--- src/rtl/core/ross_pkg.sv ---
package ross_pkg;

  localparam int NODES      = 1024;
  localparam int COUNT_BITS = 8;
  localparam int NODE_BITS  = $clog2(NODES);
  localparam int SIZE_BITS  = NODE_BITS + 1;
  localparam int CF_BITS    = COUNT_BITS + 1;

  localparam logic [COUNT_BITS-1:0] COUNT_MAX = '1;
  localparam logic [NODE_BITS-1:0]  LAST_NODE = NODE_BITS'(NODES - 1);

  // operation codes
  localparam logic [2:0] KIND_RIM      = 3'd0;
  localparam logic [2:0] KIND_UNRIM    = 3'd1;
  localparam logic [2:0] KIND_OCCUPY   = 3'd2;
  localparam logic [2:0] KIND_UNOCCUPY = 3'd3;
  localparam logic [2:0] KIND_READ     = 3'd4;

  // result status codes
  localparam logic [2:0] STATUS_OK        = 3'd0;
  localparam logic [2:0] STATUS_SATURATED = 3'd1;
  localparam logic [2:0] STATUS_UNDERFLOW = 3'd2;
  localparam logic [2:0] STATUS_NOT_OCC   = 3'd3;
  localparam logic [2:0] STATUS_BEYOND    = 3'd4;

  typedef enum logic [2:0] {
    ST_CLEAR,
    ST_IDLE,
    ST_RD,
    ST_EX,
    ST_WB
  } state_t;

  // sequencer to datapath
  typedef struct packed {
    logic                 req_stall;
    logic                 accept;
    logic                 ex;
    logic                 wb;
    logic                 wb_done;
    logic                 clearing;
    logic [NODE_BITS-1:0] clr_addr;
  } ctl_t;

endpackage

--- src/rtl/core/ross_ctrl.sv ---
module ross_ctrl (
  input  logic            clk,
  input  logic            rst,
  input  logic            req_valid,
  input  logic            out_free,
  output ross_pkg::ctl_t  ctl
);

  ross_pkg::state_t                 state, state_next;
  logic [ross_pkg::NODE_BITS-1:0]   clr_addr, clr_addr_next;

  always_ff @(posedge clk) begin
    if (rst) begin
      state    <= ross_pkg::ST_CLEAR;
      clr_addr <= '0;
    end else begin
      state    <= state_next;
      clr_addr <= clr_addr_next;
    end
  end

  always_comb begin
    state_next    = state;
    clr_addr_next = clr_addr;
    ctl           = '0;
    ctl.req_stall = 1'b1;
    ctl.clr_addr  = clr_addr;
    case (state)
      ross_pkg::ST_CLEAR: begin
        ctl.clearing  = 1'b1;
        clr_addr_next = clr_addr + (ross_pkg::NODE_BITS)'(1);
        if (clr_addr == ross_pkg::LAST_NODE) begin
          state_next = ross_pkg::ST_IDLE;
        end
      end
      ross_pkg::ST_IDLE: begin
        ctl.req_stall = 1'b0;
        if (req_valid) begin
          ctl.accept = 1'b1;
          state_next = ross_pkg::ST_RD;
        end
      end
      ross_pkg::ST_RD: begin
        state_next = ross_pkg::ST_EX;
      end
      ross_pkg::ST_EX: begin
        ctl.ex     = 1'b1;
        state_next = ross_pkg::ST_WB;
      end
      ross_pkg::ST_WB: begin
        ctl.wb = 1'b1;
        if (out_free) begin
          ctl.wb_done = 1'b1;
          state_next  = ross_pkg::ST_IDLE;
        end
      end
      default: begin
        state_next = ross_pkg::ST_IDLE;
      end
    endcase
  end

endmodule

--- config.mk ---
export PLATFORM = sky130hd
export DESIGN_NAME = ross_ctrl
export DESIGN_NICKNAME = d
export VERILOG_FILES = /design/src/rtl/core/ross_pkg.sv /design/src/rtl/core/ross_ctrl.sv
export SDC_FILE = /design/constraint.sdc
export NUM_CORES = 1
export LEC_CHECK = 0
export ABC_AREA = 1
export BUFFER_PORTS_ARGS = -buffer_cell sky130_fd_sc_hd__buf_2
export CORE_AREA = 2 2 39 41
export DETAILED_ROUTE_END_ITERATION = 10
export DIE_AREA = 0 0 41 43
export PLACE_DENSITY = 0.78
export SLEW_MARGIN = 5
export SYNTH_ARGS = -nofsm -noshare
export SYNTH_HDL_FRONTEND = slang
export SYNTH_SLANG_ARGS = --single-unit
export TNS_END_PERCENT = 30
--- constraint.sdc ---
create_clock -name clk -period 1.97 [get_ports clk]
set_input_delay 0.394 -clock clk [delete_from_list [all_inputs] [get_ports clk]]
set_output_delay 0.394 -clock clk [all_outputs]
set_load 0.005 [all_outputs]
=== Word-level counts from Yosys, hierarchy flattened ===
Index checks and enable logic that the tools add are counted.
W data, S select, Z words.

* Input bits: 4
* Logic and storage cells: 23
* Output and inout port bits: 16
* Register bits after elaboration: 13

* $add $sub $neg: 1
* Reduce and logical (&&, ||, !) cells: 2
* Equality and inequality tests: 8
* Multiplexer cells: 10

{| class="wikitable"
|+ Operators with widths
! kind !! number
|-
| $pmux W3 S5 || 1
|-
| $add A10 B1 Y10 const B || 1
|-
| $eq A10 B10 Y1 const B || 1
|-
| $mux W3 || 3
|-
| $eq A3 B2 Y1 const B || 2
|-
| $ne A2 B2 Y1 const B || 3
|-
| $mux W1 || 4
|-
| $mux W2 || 2
|-
| $eq A3 B1 Y1 const B || 1
|-
| $eq A3 B3 Y1 const B || 1
|-
| $logic_not A3 Y1 || 1
|-
| $reduce_and A3 Y1 || 1
|}

=== Logic depth before layout (Yosys ltp) ===
* Depth after elaboration: 3
* Depth in mapped cells: 8
* Gate-level depth less buffers: 8

=== Worst setup path before layout ===
No wires, ideal clock.

* Kind: reg-to-output
* Start point: register state[0]
* End point: output ctl[14] (netlist bit)
* Path slack: 0.834 ns
* Required time: 1.576 ns
* Arrival: 0.742 ns
* Stages on the path, launching flop included: 5
* Buffers on the path: 0
* Cells stage by stage: dfxtp_1 -> inv_1 -> nor2_2 -> nand2_1 -> nor2_1

{| class="wikitable"
|+ RTL lines
! what !! RTL line !! RTL
|-
| start, declared || ross_ctrl.sv:9 || <nowiki>ross_pkg::state_t state, state_next;</nowiki>
|-
| start signal, assigned || ross_ctrl.sv:14 || <nowiki>state <= ross_pkg::ST_CLEAR;</nowiki>
|-
| start signal, assigned || ross_ctrl.sv:17 || <nowiki>state <= state_next;</nowiki>
|-
| end, declared || ross_ctrl.sv:6 || <nowiki>output ross_pkg::ctl_t ctl</nowiki>
|}

==> summary.md <==
| Metric | Value |
|---|---|
| Status | finished clean |
| Placed wire-length estimate | 1150 um |
| Switching Power | 106 uW |
| Post-Syn Area | 673 sq um |
| Slew headroom | 81.8% |
| Initial Util | 48.6% |
| Resized Gates After CTS | 0 |
| Synth Instances | 99 |
| Iter 0 DRT Violations | 9 |
| Internal power | 358 uW |
| Seq/Total Area, Yosys | 38.7% |
| Detailed-route DRC error count | 0 |
| Number of flops mapped to enable cells by yosys | 0 |
| RSZ-0062 raised after global routing | no |
| Clk pwr share | 35.4% |
| Final min period | 1570 ps |
| Clk sinks | 13 |
| Worst hold margin | 326 ps |
| Die Ht | 43 um |
| Synth Warn # | 0 |
| Critical Path RT | 1580 ps |
| H-tree levels | 1 |
| Fmax | 636 MHz |
| Final Cycle Share | 79.8% |
| CTS tree | yes |
| PortBufs | 19 |
| N_diodes | 0 |
| Grt ovf | 0 |
| Clock Latency Late Sink | 270 ps |
| Fillers | 144 |
| Post-CTS Hold Buffers | 0 |
| Met3 usage | 3.66% |
| Combinational power share | 5.9% |
| Highest ir drop seen on vdd | 0.390 mV |
| Post-CTS Setup Inserts | 0 |
| Setup crit end kind | output pin |
| Post-synth top flop | dfxtp_1 |
| DR vias/cell | 4.91 |
| Leakage | 0.384 nW |
| Initial antenna violation count | 0 |
| Synth-to-layout area growth | 21.0% |
| Most frequent cells in the layout | 22 x nand2_1, 19 x buf_2, 18 x nor2_1 |
| Routability cong. | 0.776 |
| Worst-path clk slew | 80 ps |
| Setup CP Type | flop to output pin |
| Max-cap viol count | 0 |
| I/O pins | 20 |
| Die area | 0.00176 sq mm |
| First-pass GRT wire length | 2350 um |
| Largest net degree at the start of global routing | 11 |
| Clock skew | 3.94 ps |
| Worst setup SP type | flop |
| Drt first pass iters | 4 |
| Die span in x | 41 um |
| CTS max path bufs | 2 |
| Netlist cell types | 20 |
| Switching Fraction | 22.9% |
| Worst min path class | primary input to flop |
| Sequential share of power | 58.8% |
| Final ANT Viol Nets | 0 |
| Core area | 0.00138 sq mm |
| Final Hold Viols | 0 |
| Drt wl/cell | 10.4 um |
| Pwr dens | 570 mW/mm^2 |
| Vias in the first global route | 626 |
| Post-Route Setup TNS | 0 ps |
| Synthesized net count | 104 |
| Met1 Use GR | 22.1% |
| Slew @ Worst Pin | 271 ps |
| Commonest non-fill, non-tap cell in the layout | nand2_1 |
| Busiest grt layer | met2 |
| Synth async-reset ratio | 0% |
| TritonCTS buffer count | 3 |
| Total track usage | 19.2% |
| Vias | 677 |
| Max Slew Vio Count | 0 |
| Share of cells above drive strength 1 | 25.4% |
| Final wirelength | 1440 um |
| Clock root cell | clkbuf_4 |
| WP data arrival | 1180 ps |
| Setup-failing EPs final | 0 |
| Final nets | 128 |
| Rows | 14 |
| Mapped Avg Cell Area | 6.80 sq um |
| Synthesis-stage register bit count | 13 |
| Worst Path Max Fanout | 3 |
| Met2 global-route usage | 32.8% |
-- per-stage QoR --
step	utilization (%)	setup WS, ps	cell area, sq um	power (mW)	cells
4_1_cts	58.9	388	815	0.468	138
3_5_place_dp	57.0	691	788	0.307	134
2_1_floorplan	-	834	673	0.294	99
6_report	58.9	398	815	0.465	138
3_3_place_gp	57.0	749	788	0.305	134
5_1_grt	58.9	285	815	0.483	138
-- final cells by class --
cell class | instances | area [sq um] | share of cell area [%]
clock buffers | 4 | 26.3 | 3.23
inverters | 16 | 60.1 | 7.37
multi-input cells | 70 | 353 | 43.3
flip-flops and latches | 13 | 260 | 32.0
well taps | 16 | 20.0 | 2.46
repair buffers | 19 | 95.1 | 11.7
-- synth_stat cells (2+ instances only) --
master / instances / area [sq um]
a31oi_1: 2 / 12.5
o21ai_0: 3 / 15.0
inv_1: 13 / 48.8
nor3_2: 2 / 20.0
a21oi_1: 5 / 25.0
dfxtp_1: 13 / 260
nor2_4: 3 / 33.8
inv_2: 2 / 7.51
nand3_1: 7 / 35.0
nand2_1: 22 / 82.6
nor2_1: 18 / 67.6
-- cell families after synthesis --
kind of cell / Yosys count / share of synthesized area, %
and+or+nand+nor: 57 / 40.9
buffers and inverters: 16 / 8.92
DFF: 13 / 38.7
AOI/OAI and AO/OA: 12 / 9.66
adders and majority gates: 1 / 1.86
-- power by group through the flow --
stage,clock network (mW),registers [mW],logic (mW)
floorplan,0,0.279,0.0144
global placement,0,0.279,0.0265
detailed placement,0,0.279,0.0276
CTS,0.168,0.273,0.0278
global route,0.176,0.274,0.0323
finish,0.164,0.273,0.0273
-- worst max-delay path: stages (launching register included) --
cell	delay, ps
dfxtp_1	420
inv_1	90
nor2_2	120
nand2_1	80
nor2_1	80
buf_2	110
-- registers in the layout, summed over array words and instances, names as in the netlist --
name,cells
clr_addr,10
state,3
-- layer usage --
metal | up-vias | part of all wire, %
met5 | - | 0
met4 | 0 | 1.6
met3 | 4 | 4.2
met2 | 16 | 50
met1 | 299 | 44
li1 | 358 | -
-- final timing paths --
kind	from	end	slack [ps]	cells after the start
setup / recovery	state[0]$_SDFFE_PP0P_	ctl[14]	400	5
hold / removal	rst	state[1]$_SDFFE_PP0P_	330	2
hold reg to reg	clr_addr[2]$_SDFFE_PP0N_	clr_addr[2]$_SDFFE_PP0N_	510	2
setup reg to reg	clr_addr[0]$_SDFFE_PP0N_	clr_addr[6]$_SDFFE_PP0N_	730	6
(Power assumes the default switching activity.)
